==> src/uvst_pkg.sv <==
// ----------------------------------------------------------------------------
// uvst_pkg
// Shared types and codes for the unique value set table.
// ----------------------------------------------------------------------------
package uvst_pkg;

	localparam int CAPACITY_DEF = 16;
	localparam int OP_W         = 3;
	localparam int VAL_W        = 32;
	localparam int STATUS_W     = 2;
	localparam int COUNT_W      = 5;

	typedef enum logic [OP_W-1:0] {
		OP_INSERT  = 3'd0,
		OP_REMOVE  = 3'd1,
		OP_REPLACE = 3'd2,
		OP_LOOKUP  = 3'd3,
		OP_CLEAR   = 3'd4
	} op_code_t;

	typedef enum logic [STATUS_W-1:0] {
		STAT_OK      = 2'd0,
		STAT_PRESENT = 2'd1,
		STAT_ABSENT  = 2'd2,
		STAT_FULL    = 2'd3
	} status_code_t;

	typedef struct packed {
		logic                success;
		logic [STATUS_W-1:0] status;
		logic [COUNT_W-1:0]  entry_count;
	} result_t;

	// Load request from the control engine to the output register.
	typedef struct packed {
		logic    load;
		result_t result;
	} rsp_load_t;

endpackage

==> src/uvst_req_if.sv <==
// ----------------------------------------------------------------------------
// uvst_req_if
// Request channel: operation code and operand values.
// ----------------------------------------------------------------------------
interface uvst_req_if;
	import uvst_pkg::*;

	logic                    valid;
	logic                    ready;
	logic [OP_W-1:0]         op;
	logic signed [VAL_W-1:0] value;
	logic signed [VAL_W-1:0] new_value;

	modport source (output valid, output op, output value, output new_value, input ready);
	modport sink (input valid, input op, input value, input new_value, output ready);
endinterface

==> src/uvst_rsp_if.sv <==
// ----------------------------------------------------------------------------
// uvst_rsp_if
// Response channel: success flag, status code and held count.
// ----------------------------------------------------------------------------
interface uvst_rsp_if;
	import uvst_pkg::*;

	logic                valid;
	logic                ready;
	logic                success;
	logic [STATUS_W-1:0] status;
	logic [COUNT_W-1:0]  entry_count;

	modport source (output valid, output success, output status, output entry_count, input ready);
	modport sink (input valid, input success, input status, input entry_count, output ready);
endinterface

==> src/uvst_out_reg.sv <==
// ----------------------------------------------------------------------------
// uvst_out_reg
// Output register for the response channel; holds one finished transaction
// so the engine can start on the next request while it waits.
// ----------------------------------------------------------------------------
module uvst_out_reg (
	input  logic                clk,
	input  logic                arst_n,
	input  uvst_pkg::rsp_load_t load,
	output logic                free,
	uvst_rsp_if.source          rsp
);
	import uvst_pkg::*;

	logic    valid_q;
	result_t data_q;

	assign free = !valid_q || rsp.ready;

	always_ff @(posedge clk or negedge arst_n) begin
		if (!arst_n) begin
			valid_q <= 1'b0;
		end else if (load.load && free) begin
			valid_q <= 1'b1;
		end else if (rsp.ready) begin
			valid_q <= 1'b0;
		end
	end

	always_ff @(posedge clk) begin
		if (load.load && free) begin
			data_q <= load.result;
		end
	end

	assign rsp.valid       = valid_q;
	assign rsp.success     = data_q.success;
	assign rsp.status      = data_q.status;
	assign rsp.entry_count = data_q.entry_count;
endmodule

==> src/unique_value_set_table_top.sv <==
// ----------------------------------------------------------------------------
// unique_value_set_table_top
// Bounded set of distinct 32-bit values kept in a single-port slot memory.
// ----------------------------------------------------------------------------
//  Channel | Direction | Payload
//  req     | in        | op, value, new_value
//  rsp     | out       | success, status, entry_count
//
//  Insert, remove, replace and lookup read every slot once through the memory
//  port, drain the read pipe and decide; a successful insert, remove or replace
//  then writes one slot back. Clear writes every slot through the same port.
//  Unused op codes answer without a memory access. After reset the memory is
//  swept, every slot cleared, before the first request is taken.
//  A stalled response sits in the output register while the next request runs.
// ----------------------------------------------------------------------------
module unique_value_set_table_top #(
	parameter int CAPACITY = uvst_pkg::CAPACITY_DEF
) (
	input  logic       clk,
	input  logic       arst_n,
	uvst_req_if.sink   req,
	uvst_rsp_if.source rsp
);
	import uvst_pkg::*;

	localparam int AW    = (CAPACITY > 1) ? $clog2(CAPACITY) : 1;
	localparam int CW    = $clog2(CAPACITY + 1);
	localparam int WORD_W = VAL_W + 1;

	typedef enum logic [2:0] {
		ST_SWEEP,
		ST_IDLE,
		ST_SCAN,
		ST_DECIDE,
		ST_RESP
	} state_t;

	state_t state_q;

	logic [OP_W-1:0]  op_q;
	logic [VAL_W-1:0] val_q;
	logic [VAL_W-1:0] nval_q;
	logic [CW-1:0]    cnt_q;
	logic [CW-1:0]    held_q;
	logic             clear_q;

	logic             rd_s1;
	logic [AW-1:0]    addr_s1;
	logic [WORD_W-1:0] rdata_s1;

	logic             hit_val_q;
	logic [AW-1:0]    hit_idx_q;
	logic             hit_nval_q;
	logic             free_found_q;
	logic [AW-1:0]    free_idx_q;

	result_t          res_q;

	// Slot memory: bit VAL_W is the valid flag.
	logic [WORD_W-1:0] mem [CAPACITY];

	logic              mem_re;
	logic              mem_we;
	logic [AW-1:0]     raddr;
	logic [AW-1:0]     waddr;
	logic [WORD_W-1:0] wdata;

	// Decision after the scan.
	logic              d_success;
	logic [STATUS_W-1:0] d_status;
	logic              d_write;
	logic [AW-1:0]     d_idx;
	logic [WORD_W-1:0] d_word;
	logic [CW-1:0]     d_held;

	logic      out_free;
	rsp_load_t load;

	always_comb begin
		d_success = 1'b0;
		d_status  = STAT_OK;
		d_write   = 1'b0;
		d_idx     = hit_idx_q;
		d_word    = {1'b1, nval_q};
		d_held    = held_q;
		case (op_q)
			OP_INSERT: begin
				if (hit_val_q) begin
					d_status = STAT_PRESENT;
				end else if (!free_found_q) begin
					d_status = STAT_FULL;
				end else begin
					d_success = 1'b1;
					d_write   = 1'b1;
					d_idx     = free_idx_q;
					d_word    = {1'b1, val_q};
					d_held    = held_q + CW'(1);
				end
			end
			OP_REMOVE: begin
				if (!hit_val_q) begin
					d_status = STAT_ABSENT;
				end else begin
					d_success = 1'b1;
					d_write   = 1'b1;
					d_word    = {1'b0, val_q};
					d_held    = held_q - CW'(1);
				end
			end
			OP_REPLACE: begin
				if (hit_nval_q) begin
					d_status = STAT_PRESENT;
				end else if (!hit_val_q) begin
					d_status = STAT_ABSENT;
				end else begin
					d_success = 1'b1;
					d_write   = 1'b1;
				end
			end
			OP_LOOKUP: begin
				if (hit_val_q) begin
					d_success = 1'b1;
				end else begin
					d_status = STAT_ABSENT;
				end
			end
			default: begin
			end
		endcase
	end

	always_comb begin
		mem_re = (state_q == ST_SCAN) && (cnt_q != CW'(CAPACITY));
		raddr  = cnt_q[AW-1:0];
		mem_we = 1'b0;
		waddr  = cnt_q[AW-1:0];
		wdata  = '0;
		case (state_q)
			ST_SWEEP: begin
				mem_we = 1'b1;
			end
			ST_DECIDE: begin
				mem_we = d_write;
				waddr  = d_idx;
				wdata  = d_word;
			end
			default: begin
			end
		endcase
	end

	always_ff @(posedge clk) begin
		if (mem_we) begin
			mem[waddr] <= wdata;
		end
		if (mem_re) begin
			rdata_s1 <= mem[raddr];
		end
		addr_s1 <= raddr;
	end

	assign req.ready = (state_q == ST_IDLE);

	always_ff @(posedge clk or negedge arst_n) begin
		if (!arst_n) begin
			state_q      <= ST_SWEEP;
			cnt_q        <= '0;
			held_q       <= '0;
			clear_q      <= 1'b0;
			rd_s1        <= 1'b0;
			hit_val_q    <= 1'b0;
			hit_nval_q   <= 1'b0;
			free_found_q <= 1'b0;
			op_q         <= '0;
		end else begin
			rd_s1 <= mem_re;
			case (state_q)
				ST_SWEEP: begin
					if (cnt_q == CW'(CAPACITY - 1)) begin
						cnt_q  <= '0;
						held_q <= '0;
						if (clear_q) begin
							res_q   <= '{success: 1'b1, status: STAT_OK, entry_count: '0};
							clear_q <= 1'b0;
							state_q <= ST_RESP;
						end else begin
							state_q <= ST_IDLE;
						end
					end else begin
						cnt_q <= cnt_q + CW'(1);
					end
				end
				ST_IDLE: begin
					if (req.valid) begin
						op_q         <= req.op;
						val_q        <= req.value;
						nval_q       <= req.new_value;
						cnt_q        <= '0;
						hit_val_q    <= 1'b0;
						hit_nval_q   <= 1'b0;
						free_found_q <= 1'b0;
						case (req.op)
							OP_INSERT, OP_REMOVE, OP_REPLACE, OP_LOOKUP: begin
								state_q <= ST_SCAN;
							end
							OP_CLEAR: begin
								clear_q <= 1'b1;
								state_q <= ST_SWEEP;
							end
							default: begin
								res_q   <= '{success: 1'b0, status: STAT_OK,
									entry_count: COUNT_W'(held_q)};
								state_q <= ST_RESP;
							end
						endcase
					end
				end
				ST_SCAN: begin
					if (mem_re) begin
						cnt_q <= cnt_q + CW'(1);
					end
					if (rd_s1) begin
						if (rdata_s1[VAL_W] && rdata_s1[VAL_W-1:0] == val_q) begin
							hit_val_q <= 1'b1;
							hit_idx_q <= addr_s1;
						end
						if (rdata_s1[VAL_W] && rdata_s1[VAL_W-1:0] == nval_q) begin
							hit_nval_q <= 1'b1;
						end
						// Keep the lowest free slot only.
						if (!rdata_s1[VAL_W] && !free_found_q) begin
							free_found_q <= 1'b1;
							free_idx_q   <= addr_s1;
						end
					end else if (!mem_re) begin
						state_q <= ST_DECIDE;
					end
				end
				ST_DECIDE: begin
					held_q  <= d_held;
					cnt_q   <= '0;
					res_q   <= '{success: d_success, status: d_status,
						entry_count: COUNT_W'(d_held)};
					state_q <= ST_RESP;
				end
				ST_RESP: begin
					if (out_free) begin
						state_q <= ST_IDLE;
					end
				end
				default: begin
					state_q <= ST_IDLE;
				end
			endcase
		end
	end

	assign load = '{load: (state_q == ST_RESP), result: res_q};

	uvst_out_reg u_out_reg (
		.clk    (clk),
		.arst_n (arst_n),
		.load   (load),
		.free   (out_free),
		.rsp    (rsp)
	);

	a_held_bound: assert property (@(posedge clk) disable iff (!arst_n)
		held_q <= CW'(CAPACITY))
		else $error("held count exceeds capacity");

	a_no_write_in_scan: assert property (@(posedge clk) disable iff (!arst_n)
		mem_we |-> !mem_re)
		else $error("slot memory written during a scan read");

	a_rsp_from_resp: assert property (@(posedge clk) disable iff (!arst_n)
		$rose(rsp.valid) |-> $past(state_q == ST_RESP))
		else $error("response raised without a finished request");

	a_insert_count: assert property (@(posedge clk) disable iff (!arst_n)
		(state_q == ST_DECIDE && op_q == OP_INSERT && d_success)
		|=> held_q == $past(held_q) + CW'(1))
		else $error("insert did not raise the held count");
endmodule
==> src/flat_wrapper.sv <==
// flat-port wrapper written by rule: the top's interface ports become plain ports
module unique_value_set_table_top_flat import uvst_pkg::*;
#(
	parameter int CAPACITY = uvst_pkg::CAPACITY_DEF
)
  (clk, arst_n, req_valid, req_op, req_value, req_new_value, req_ready, rsp_valid, rsp_success, rsp_status, rsp_entry_count, rsp_ready);
  uvst_req_if req_i ();
  uvst_rsp_if rsp_i ();
  input  logic clk;
  input  logic arst_n;
  input wire logic [$bits(req_i.valid)-1:0] req_valid;
  input wire logic [$bits(req_i.op)-1:0] req_op;
  input wire logic [$bits(req_i.value)-1:0] req_value;
  input wire logic [$bits(req_i.new_value)-1:0] req_new_value;
  output wire logic [$bits(req_i.ready)-1:0] req_ready;
  output wire logic [$bits(rsp_i.valid)-1:0] rsp_valid;
  output wire logic [$bits(rsp_i.success)-1:0] rsp_success;
  output wire logic [$bits(rsp_i.status)-1:0] rsp_status;
  output wire logic [$bits(rsp_i.entry_count)-1:0] rsp_entry_count;
  input wire logic [$bits(rsp_i.ready)-1:0] rsp_ready;
  assign req_i.valid = req_valid;
  assign req_i.op = req_op;
  assign req_i.value = req_value;
  assign req_i.new_value = req_new_value;
  assign req_ready = req_i.ready;
  assign rsp_valid = rsp_i.valid;
  assign rsp_success = rsp_i.success;
  assign rsp_status = rsp_i.status;
  assign rsp_entry_count = rsp_i.entry_count;
  assign rsp_i.ready = rsp_ready;
  unique_value_set_table_top #(.CAPACITY(CAPACITY)) u_core (.clk(clk), .arst_n(arst_n), .req(req_i), .rsp(rsp_i));
endmodule
==> config.mk <==
export PLATFORM = sky130hd
export DESIGN_NAME = unique_value_set_table_top_flat
export DESIGN_NICKNAME = d
export VERILOG_FILES = /design/src/uvst_pkg.sv /design/src/uvst_req_if.sv /design/src/uvst_rsp_if.sv /design/src/uvst_out_reg.sv /design/src/unique_value_set_table_top.sv /design/src/flat_wrapper.sv
export SDC_FILE = /design/constraint.sdc
export NUM_CORES = 1
export LEC_CHECK = 0
export CAP_MARGIN = 20
export CORE_UTILIZATION = 63
export CTS_CLUSTER_DIAMETER = 40
export DETAILED_ROUTE_END_ITERATION = 6
export DONT_BUFFER_PORTS = 1
export PLACE_DENSITY = 0.79
export SYNTH_ARGS = -nofsm -noshare
export SYNTH_HDL_FRONTEND = slang
export SYNTH_SLANG_ARGS = --single-unit
==> constraint.sdc <==
create_clock -name clk -period 4.8 [get_ports clk]
set_clock_uncertainty 0.05 [all_clocks]
set_input_delay 0.48 -clock clk [delete_from_list [all_inputs] [get_ports clk]]
set_output_delay 0.48 -clock clk [all_outputs]
set_load 0.02 [all_outputs]
After elaboration in Yosys (flattened, before gate mapping). Memory sizes are Yosys's and may differ from the RTL's. A register that Yosys moved wholly into a read port is not among the register bits. Cells that the tools add are included.

Register bits after elaboration: 114. Memory bits (writable): 528. Bits of input ports: 71. Output and inout port bits: 10. Logic and storage cells: 148. Memories: 1.

Memories: u_core.mem (depth 16, bits a word 33, rd ports 1, clocked after Yosys merged registers in 1, write ports 1, RTL line unique_value_set_table_top.sv:60) `logic [WORD_W-1:0] mem [CAPACITY];`.

Add/sub/neg operators: 3. Eq/ne operators: 28. Muxes and demuxes: 62. Reduce and logical (&&, ||, !) cells: 33.

Operator list (number): 33-bit 2-to-1 mux (3); 33-bit case mux with 2 select lines (1); 32-bit == test (2); 5-bit 2-to-1 mux (7); 32-bit 2-to-1 mux (1); 8-bit 2-to-1 mux (4); 8-bit case mux with 3 select lines (1); 4-bit AND reduction (6); 5-bit case mux with 2 select lines (2); 5-bit case mux with 4 select lines (1); 3-bit by 2-bit == test with 1-bit output (second input constant) (6); 1-bit 2-to-1 mux (18); 3-bit 2-to-1 mux (6); 4-bit 2-to-1 mux (4); 3-bit case mux with 5 select lines (1); 2-bit != test (second input constant) (7); 2-bit by 1-bit != test with 1-bit output (second input constant) (6); 5-bit by 1-bit adder with 5-bit output (second input constant) (2); 1-bit case mux with 2 select lines (5); 3-bit by 1-bit == test with 1-bit output (second input constant) (3); 3-bit zero test (3); 2-bit 2-to-1 mux (4); 2-bit nonzero test (4); 3-bit == test (second input constant) (2); other kinds (18) (27).

Logic depth before layout (Yosys ltp). Gate-level depths: netlist of run 1.

Depth in word-level cells: 6. Mapped depth: 10. Mapped depth without buffers: 8.

Hierarchy. From an unflattened synthesis of run 1, not the netlist that was laid out.

Cells, all modules: 1287. Area, all modules: 26455.4 um^2.

Modules (own cells, without submodules): unique_value_set_table_top (times used 1, cells an instance 1275, area each 26161.3 um^2, seq. area each 19854.0 um^2); uvst_out_reg (times used 1, cells an instance 12, area each 294.0 um^2, seq. area each 265.3 um^2).

Worst setup path before layout of run 1. Ideal clock, no wire load.

Path kind: flip-flop to flip-flop. Start point: register u_core.state_q[2]. End point: memory u_core.mem[13][0] in the netlist's numbering (enable). Library setup time: 0.423 ns. Data arrival time: 2.848 ns. Required time: 4.327 ns. Slack: 1.478 ns. Cell stages (with the launch flop): 7. Path buffers: 1. Period minus slack after synthesis: 3.322 ns. Path through: dfrtp_1 -> buf_2 -> nand4bb_2 -> o31a_2 -> o31ai_4 -> nand3_1 -> nor2_1.

Longest elaborated chain between the ends: 4. Elaborated cells between the ends (all ways): 6. Classes of those cells: eq/ne: 1; mux: 4; reduce/logical: 1.

RTL lines: from (decl) (RTL line unique_value_set_table_top.sv:38) `state_t state_q;`; from (signal assigned) (RTL line unique_value_set_table_top.sv:166) `state_q <= ST_SWEEP;`; from (signal assigned) (RTL line unique_value_set_table_top.sv:185) `state_q <= ST_RESP;`; from (signal assigned) (RTL line unique_value_set_table_top.sv:187) `state_q <= ST_IDLE;`; 3-bit by 2-bit == test with 1-bit output or 3-bit zero test (tied branches) (RTL line unique_value_set_table_top.sv:138) `case (state_q)`; 1-bit case mux with 2 select lines (RTL line unique_value_set_table_top.sv:138); 1-bit 2-to-1 mux (RTL line unique_value_set_table_top.sv:153) `if (mem_we) begin`; 1-bit 2-to-1 mux (not written as such) (RTL line unique_value_set_table_top.sv:154) `mem[waddr] <= wdata;`; to (decl) (RTL line unique_value_set_table_top.sv:60).

Several ways; a longest one is shown, not always the timed one.

Worst setup path after layout of run 1.
Start point: register u_core.state_q[1]. End point: memory u_core.mem[7][12] in the netlist's numbering (enable).

Same word-level chain as after synthesis.

==> results.toml, run 1 <==
[status]
status = "finished, final reports clean"

[setup_path]
cp.arrival_ns = 3.88
ff2ff_path_depth = 6
crit_slowest_cell = "dfrtp_1"
cpPeakStageDelay_ns = 0.75
path_max_fanout = 22
path_class = "flop to flop"
worstSetupStartpointType = "flop"
worst-r2r-setup-slack_ns = 1.14
crit_chain = "and3b_1, nor2_1, a31oi_1, nand2_1, nor2_4, buf_4"
crit_path_end_kind = "flop"
r2r-end = "u_core.mem[7][12]"
worstPathRequired_ns = 5.02
timing.rr.start = "u_core.state_q[1]"

[finish]
final_common_cell = "edfxtp_1"
final_cells = 2158
nets = 1634
antenna_cells = 0
utilization_pct = 74.0
area_growth_pct = 15.9
drive_above_1_share_pct = 21.9
layout_common_cells = "edfxtp_1, nand2_1, mux4_2"

[power]
ir_worst_vdd_mv = 0.457
p_total_mw = 17.9
p_per_area_nw_per_um2 = 578
p_leak_nw = 10.1

[clocking]
cts_tree = "done"
htree_levels = 3
clkLatencyLatePin_ns = 0.62
ctsHoldBuffers = 69
cts-root-buf = "clkbuf_16"
cts_sinks = 675
clk_path_buf_depth = 3
cts_resized = 0
postCtsSetupRepairBufs = 0
tritoncts.num_buffers = 79
clkSlewWorstSetupHoldPaths_ns = 0.06

[route]
firstDrtPassIters = 5
drc_errors = 0
via_per_inst = 6.74
ant_nets = 0
drt_iter0_drc = 1700
wirelength_um = 64400
vias = 14500
routedWlPerCell_um = 29.8

[synthesis]
ys_seq_elements = 675
synth_area_sq_um = 26700
yosys_most_used_dff = "edfxtp_1"
synthTopCellsByArea = "edfxtp_1, mux4_2, xor2_1"
syn_area_per_cell_sq_um = 18.7
syn_inst = 1427
async_flop_share_pct = 3.26
yosysSeqAreaShare_pct = 75.3
synth_edf_count = 649
synth_nets = 1504
yosys_warnings = 0
yosysTopAreaCellShare_pct = 72.9
synth_cell_types = 65
yosys.area.top_type = "edfxtp_1"

[floorplanning]
die_y_um = 208
die_w_um = 208
core-area_sq_um = 41900
io_pins = 81
rows = 75
start_util_pct = 63.8
dieArea_sq_um = 43200

[run]
max_cap_violations = 0

[timing]
slew_headroom_pct = 22.8
worst_slack_ns = 1.14
fmax_mhz = 273
rsz0062_at_grt = "false"
hold_viol = 0
setup_viol = 0
min_period_over_period_pct = 76.3
worst_pin_slew_ns = 1.16
timing.setup.tns_ns = 0
slew_violations = 0
finalCriticalPeriod_ns = 3.66

[placement]
port-buffer-count = 0
gp_congestion = 0.884
hpwl_um = 34800
pre_cts_ws_ns = 1.18
dp_cells = 1927

[min_path]
hold_class = "input pin to flop"
min_delay_path_depth = 2
min-delay-start = "req_op[2]"
min_to = "u_core.state_q[1]"

[global_route]
globalRouteTotalUtil_pct = 30.5
met2_usage_pct = 49.4
grt_util_met3_pct = 7.44
antenna_found_initial = 0
grt.busiest_layer = "met2"
grt_util_met1_pct = 39.9
grt_pass1_wl_um = 94300
grt_max_degree = 82
grt_pass1_vias = 14600
grt-ovfl-total = 0
[logic make-up after synthesis]
family | count (synthesis) | synth area share [%]
compound gates | 158 | 3.89
xor+xnor | 67 | 2.20
fa+ha+maj | 6 | 0.281
buf+inv | 83 | 1.58
flops | 675 | 75.3
mux | 139 | 11.4
simple gates | 299 | 5.36
[power breakdown]
group	internal, mW	switching (mW)	leakage, nW	total, mW
clock network	3.69	2.40	1.29	6.09
logic	1.63	2.37	2.57	4.01
registers	7.37	0.433	6.27	7.80
[metal layers]
| layer | up-vias | share of wire, % |
|---|---|---|
| met2 | 973 | 49 |
| met3 | 182 | 10 |
| met4 | 0 | 4.6 |
| met1 | 7418 | 36 |
| li1 | 5967 | - |
| met5 | - | 0 |
[stage by stage]
step / hold slack, ns / cell area (sq um)
floorplan: 0.134 / 26700
global placement: 0.135 / 27500
global route: 0.0464 / 31000
finish: 0.0493 / 31000
detailed placement: 0.135 / 27500
CTS: 0.0184 / 30800
[worst max-delay path by stage]
stage                 startpoint            endpoint  cells past startpoint
2_1_floorplan  u_core.state_q[2]   u_core.mem[13][0]                      6
6_report       u_core.state_q[1]   u_core.mem[7][12]                      6
3_3_place_gp   u_core.state_q[1]   u_core.mem[7][16]                      6
3_5_place_dp      u_core.op_q[0]  u_core.mem[14][19]                      4
4_1_cts           u_core.op_q[0]  u_core.mem[11][28]                      5
5_1_grt        u_core.state_q[1]   u_core.mem[1][17]                      6
[critical path: cells and delay by family (launching register included)]
| kind | cells | cell delay [ns] |
|---|---|---|
| simple gates | 4 | 1.71 |
| flops | 1 | 0.75 |
| buf+inv | 1 | 0.45 |
| compound gates | 1 | 0.35 |
[flip-flops by register name (all words and copies together), names as in the netlist, 4 cells and up]
name and cells:
u_core.nval_q 32, u_core.load 8, u_core.addr_s1 4, u_core.held_q 5, u_core.free_idx_q 4, u_core.cnt_q 5, u_core.rdata_s1 33, u_core.hit_idx_q 4
u_core.u_out_reg.rsp.entry_count 5, u_core.mem 528, u_core.val_q 32
[synth_stat cells (all sizes together), types with 17 or more instances]
library cell	instances
nor2b	36
nand2	151
buf	32
xor2	66
nor2	38
a21oi	44
a211oi	34
mux4	132
dfrtp	22
nand3	19
a31oi	39
clkbuf	42
edfxtp	649
nor4	17
[area by class of cell]
class / count / area, sq um
clock inverters: 50 / 574
repair buffers: 123 / 1160
clock buffers: 93 / 2090
inverters: 9 / 33.8
multi-input cells: 669 / 6310
well taps: 539 / 674
flip-flops and latches: 675 / 20100
fillers: 2305 / 10900
No activity file was read; power rests on OpenSTA's default activity.
==> run 2: changes to the inputs <==
Settings changed: CORE_UTILIZATION 63 to 57, PLACE_DENSITY 0.79 to 0.75.
Clock period 4.8 ns to 3.1 ns, I/O delays scaled along.
==> run 2 against run 1 <==
Compared with the run above: sequential power is 53% higher; first-iteration DRC count grew 5.9%; via count up 0.57%; combinational power up 75%.
==> results.toml, run 2 (synthesis results as in run 1) <==
[placement]
postPlaceCellArea_sq_um = 28300
port-buffer-count = 0
pre_cts_ws_ns = 0.209
hpwl_um = 38400
dp_cells = 2061
gp_congestion = 0.862

[global_route]
grt_util_met3_pct = 4.37
grt_pass1_vias = 15000
antenna_found_initial = 0
met2_usage_pct = 45.8
grt-ovfl-total = 0
grt_max_degree = 103
grt_util_met1_pct = 37.0
grt_pass1_wl_um = 95000
grt.busiest_layer = "met2"
globalRouteTotalUtil_pct = 27.9

[setup_path]
crit_path_end_kind = "flop"
crit_slowest_cell = "or3b_1"
worstSetupStartpointType = "flop"
cpPeakStageDelay_ns = 0.58
cp.arrival_ns = 3.14
critical_path.top_delay_family = "simple AND/OR/NAND/NOR gates"
worstPathBufferInverterCount = 1
path_depth = 6
crit_chain = "or3b_1, o21ai_0, a21o_2, nand3_1, nor2_4, buf_4"
ff2ff_path_depth = 6
path_max_fanout = 20
worstPathRequired_ns = 3.33
path_class = "flop to flop"

[route]
drt_iter0_drc = 1800
ant_nets = 0
firstDrtPassIters = 7
vias = 14600
routedWlPerCell_um = 28.0
wirelength_um = 64200
drc_errors = 0
via_per_inst = 6.39

[floorplanning]
die_w_um = 219
die_y_um = 219
dieArea_sq_um = 47800
start_util_pct = 58.4
core-area_sq_um = 45800
io_pins = 81
rows = 78

[finish]
final_common_cell = "edfxtp_1"
antenna_cells = 0
drive_above_1_share_pct = 25.2
final_cells = 2288
area_growth_pct = 19.3
nets = 1696
top_register = "u_core.mem"
top_regs = "u_core.mem x528, u_core.rdata_s1 x33"
layout_common_cells = "edfxtp_1, nand2_1, mux4_2"
design_area_sq_um = 31900
largest_reg_flops = 528

[clocking]
clkLatencyLatePin_ns = 0.64
tritoncts.num_buffers = 85
cts-root-buf = "clkbuf_16"
cts_tree = "done"
htree_levels = 3
ctsHoldBuffers = 71
clkSlewWorstSetupHoldPaths_ns = 0.06
postCtsSetupRepairBufs = 0
cts_sinks = 675
cts_resized = 0
clk_path_buf_depth = 3

[timing]
finalCriticalPeriod_ns = 2.91
setup_viol = 0
hold_viol = 0
rsz0062_at_grt = "false"
hold_slack_ns = 0.0640
fmax_mhz = 343
worst_pin_slew_ns = 0.855
slew_violations = 0
min_period_over_period_pct = 94.0
worst_slack_ns = 0.186
slew_headroom_pct = 42.5

[min_path]
min_delay_path_depth = 2
hold_class = "input pin to flop"

[run]
max_cap_violations = 0

[power]
p_per_area_nw_per_um2 = 896
p_leak_nw = 10.6
ir_worst_vdd_mv = 0.697

[status]
status = "finished, final reports clean"
run 2: changes by cell type in the layout (fill, tap and decap cells not counted):
cell | previous run | this run
dlygate4sd3_1 | 68 | 70
clkinv_4 | 5 | 11
bufinv_16 | 10 | 4
inv_16 | 0 | 2
clkinv_2 | 12 | 9
clkinvlp_4 | 7 | 6
clkinv_8 | 1 | 3
inv_8 | 0 | 6
clkbuf_16 | 82 | 86
clkbuf_8 | 0 | 3
buf_4 | 50 | 84
clkbuf_1 | 11 | 8
buf_12 | 5 | 25
inv_6 | 9 | 12
run 2: path summary, 6_finish.rpt:
kind / startpoint / to / slack, ns
setup reg to reg: u_core.hit_val_q / u_core.mem[8][2] / 0.19
setup / recovery: u_core.hit_val_q / u_core.mem[8][2] / 0.19
hold / removal: arst_n / u_core.free_idx_q[0] / 0.06
min in group asynchronous: arst_n / u_core.hit_val_q / 0.09
max in group asynchronous: arst_n / u_core.cnt_q[2] / 2.73
hold reg to reg: u_core.load[0] / u_core.u_out_reg.rsp.entry_count[0] / 0.37
run 2: worst register-to-register path, cell delays in order, from the launching register on:
cell and delay (ns):
dfrtp_1 0.52, or3b_1 0.58, o21ai_0 0.29, a21o_2 0.19
nand3_1 0.32, nor2_4 0.23, buf_4 0.35
run 2: area by class of cell:
type	instances	area (sq um)
inverter	9	33.8
timing repair buffer	179	1830
sequential	675	20100
tap	600	751
clock inverter	59	591
multi-input combinational	669	6310
clock buffer	97	2220
fill	2722	13900
run 2: metal layers:
metal / part of all wire (%) / vias to the layer above
met4: 4.2 / 0
met3: 7.1 / 140
li1: - / 6118
met5: 0 / -
met1: 38 / 7592
met2: 50 / 773
run 2: per-stage QoR:
stage	utilization, %	power, mW	setup TNS [ns]
3_5_place_dp	61.9	18.9	0
4_1_cts	69.6	28.7	0
6_report	69.6	28.6	0
3_3_place_gp	61.9	18.8	0
2_1_floorplan	-	16.4	-83.68
5_1_grt	69.6	29.5	0
run 2: where the power goes:
| part | switching [mW] | internal [mW] |
|---|---|---|
| Combinational | 4.08 | 2.95 |
| Sequential | 0.509 | 11.4 |
| Clock | 4.01 | 5.64 |
| Total | 8.59 | 20.0 |
==> run 3: changes to the inputs <==
Settings changed: HOLD_SLACK_MARGIN set to 0.06, SYNTH_HIERARCHICAL set to 1.
==> run 3 against run 2 <==
Compared with the run above: routed wire length up 0.50%; critical path depth up 1; critical endpoint is now u_core/mem[2][3]; global-route usage up 0.49 points; sequential cell count unchanged; sequential power up 5%; cell count down 7.4%; via count down 4.8%; worst setup slack worse by 0.0035 ns.
==> results.toml, run 3 <==
[clocking]
cts-root-buf = "clkbuf_16"
ctsHoldBuffers = 77
clkSlewWorstSetupHoldPaths_ns = 0.06
postCtsSetupRepairBufs = 0
cts_tree = "done"
cts_sinks = 675
htree_levels = 3
clkLatencyLatePin_ns = 0.62
cts_resized = 0
clk_path_buf_depth = 3
tritoncts.num_buffers = 77

[floorplanning]
start_util_pct = 58.0
die_w_um = 217
io_pins = 81
dieArea_sq_um = 47300
rows = 78
core-area_sq_um = 45600
die_y_um = 217

[run]
max_cap_violations = 0

[global_route]
grt_pass1_wl_um = 94500
antenna_found_initial = 1
grt_max_degree = 82
globalRouteTotalUtil_pct = 28.4
grt_pass1_vias = 14200
grt-ovfl-total = 0

[timing]
min_period_over_period_pct = 94.1
slew_headroom_pct = 27.0
setup_viol = 0
finalCriticalPeriod_ns = 2.92
hold_slack_ns = 0.114
fmax_mhz = 343
worst_pin_slew_ns = 1.10
hold_viol = 0
slew_violations = 0
rsz0062_at_grt = "false"

[synthesis]
synth_edf_count = 649
yosys.area.top_type = "edfxtp_1"
yosysTopAreaCellShare_pct = 73.7
synth_area_sq_um = 26500
synthTopCellsByArea = "edfxtp_1, mux4_2, dfrtp_1"
synth.most_common_cell = "edfxtp_1"
yosys_warnings = 6
synth_cell_types = 57
syn_area_per_cell_sq_um = 20.6
async_flop_share_pct = 3.26
yosysSeqAreaShare_pct = 76.0
synth_nets = 1364
ys_seq_elements = 675
yosys_most_used_dff = "edfxtp_1"
syn_inst = 1287
synth_commonest_cells = "edfxtp_1, mux4_2, nand2_1"

[min_path]
hold_class = "input pin to flop"

[route]
routedWlPerCell_um = 30.5
drc_errors = 0
wirelength_um = 64500
vias = 13900
firstDrtPassIters = 5
via_per_inst = 6.57
drt_iter0_drc = 2121
ant_nets = 0

[power]
p_total_mw = 28.8
sw_frac_of_total_pct = 29.6
power.clock.fraction_pct = 30.7
switchingPower_mw = 8.55
power.internal_mw = 20.3
seq_power_share_pct = 43.4
p_per_area_nw_per_um2 = 923
ir_worst_vdd_mv = 0.650
p_leak_nw = 10.2
combPwrFrac_pct = 25.8

[setup_path]
path_class = "flop to flop"
cp.arrival_ns = 3.15
crit_path_end_kind = "flop"
worstSetupStartpointType = "flop"
worstPathRequired_ns = 3.33
path_max_fanout = 15

[finish]
top_regs = "u_core/mem x528, u_core/rdata_s1 x33"
utilization_pct = 68.5
final_common_cell = "edfxtp_1"
drive_above_1_share_pct = 26.1
layout_common_cells = "edfxtp_1, mux4_2, clkbuf_16"
largest_reg_flops = 528
area_growth_pct = 18.0
top_register = "u_core/mem"
nets = 1533

[placement]
gp_congestion = 0.841
port-buffer-count = 0
hpwl_um = 35100

[status]
status = "finished, final reports clean"
run 3: cell count changes after synthesis, sizes merged, moves of 28 or more:
cell and delta:
a31oi -34, mux4 +33, nand2 -87, nand3 +28, a211oi -34, nor2b -35
run 3: logic make-up (layout without fill, tap and decap cells):
logic type | after synthesis | in the layout | share of synthesized area (%)
adders and majority gates | 6 | 6 | 0.284
other | 0 | 1 | 0
xor gates and xnor gates | 67 | 67 | 2.22
DFF | 675 | 675 | 76.0
and+or+nand+nor | 207 | 207 | 3.92
buffers and inverters | 73 | 303 | 1.30
muxes | 168 | 168 | 14.2
AOI/OAI and AO/OA | 91 | 91 | 2.07
run 3: worst paths after layout:
| check | slack, ns | end | from | cells after the start |
|---|---|---|---|---|
| max | 0.18 | u_core/mem[2][3] | u_core/hit_val_q | 7 |
| min | 0.11 | u_core/nval_q[28] | arst_n | 1 |
| max reg2reg | 0.18 | u_core/mem[2][3] | u_core/hit_val_q | 7 |
| min reg2reg | 0.37 | u_core/u_out_reg/rsp.success | u_core/load[7] | 0 |
| max in group asynchronous | 2.70 | u_core/cnt_q[0] | arst_n | 2 |
| min in group asynchronous | 0.13 | u_core/op_q[2] | arst_n | 2 |
run 3: worst max-delay path: stages (launching register included):
cell	delay (ns)
dfrtp_1	0.38
buf_4	0.18
or4b_1	0.56
o221a_2	0.16
o32ai_2	0.23
nand3_1	0.42
nor2_4	0.27
buf_4	0.34
run 3: per-layer routing:
| metal | global-route usage, % | wire (um) | share of wire [%] | vias to the layer above |
|---|---|---|---|---|
| li1 | - | - | - | 5620 |
| met1 | 38.6 | 23400 | 36 | 7119 |
| met2 | 45.4 | 31700 | 49 | 1010 |
| met3 | 6.88 | 7170 | 11 | 167 |
| met4 | 9.81 | 2220 | 3.4 | 0 |
| met5 | 0 | 0 | 0 | - |
run 3: final cells by class:
class	instances	area [sq um]
clock buffer	91	2040
sequential	675	20100
timing repair buffer	155	1680
tap	600	751
fill	2666	14300
multi-input combinational	539	6140
clock inverter	49	462
antenna	1	2.50
inverter	8	30.0
run 3: through the flow:
| step | TNS, ns | setup slack (ns) | std cells | cell area (sq um) |
|---|---|---|---|---|
| finish | 0 | 0.183 | 2118 | 31200 |
| detailed placement | 0 | 0.209 | 1889 | 27900 |
| CTS | 0 | 0.124 | 2106 | 31100 |
| global route | 0 | 0.0985 | 2117 | 31200 |
| floorplan | -149.38 | -0.286 | 1287 | 26500 |
| global placement | 0 | 0.354 | 1889 | 27900 |
run 3: power groups by stage:
stage / Sequential (mW) / Combinational (mW) / Clock [mW]
floorplan: 12.3 / 4.90 / 0
CTS: 12.5 / 7.40 / 8.93
finish: 12.5 / 7.45 / 8.86
detailed placement: 12.6 / 7.20 / 0
global placement: 12.6 / 7.10 / 0
global route: 12.6 / 7.83 / 9.33
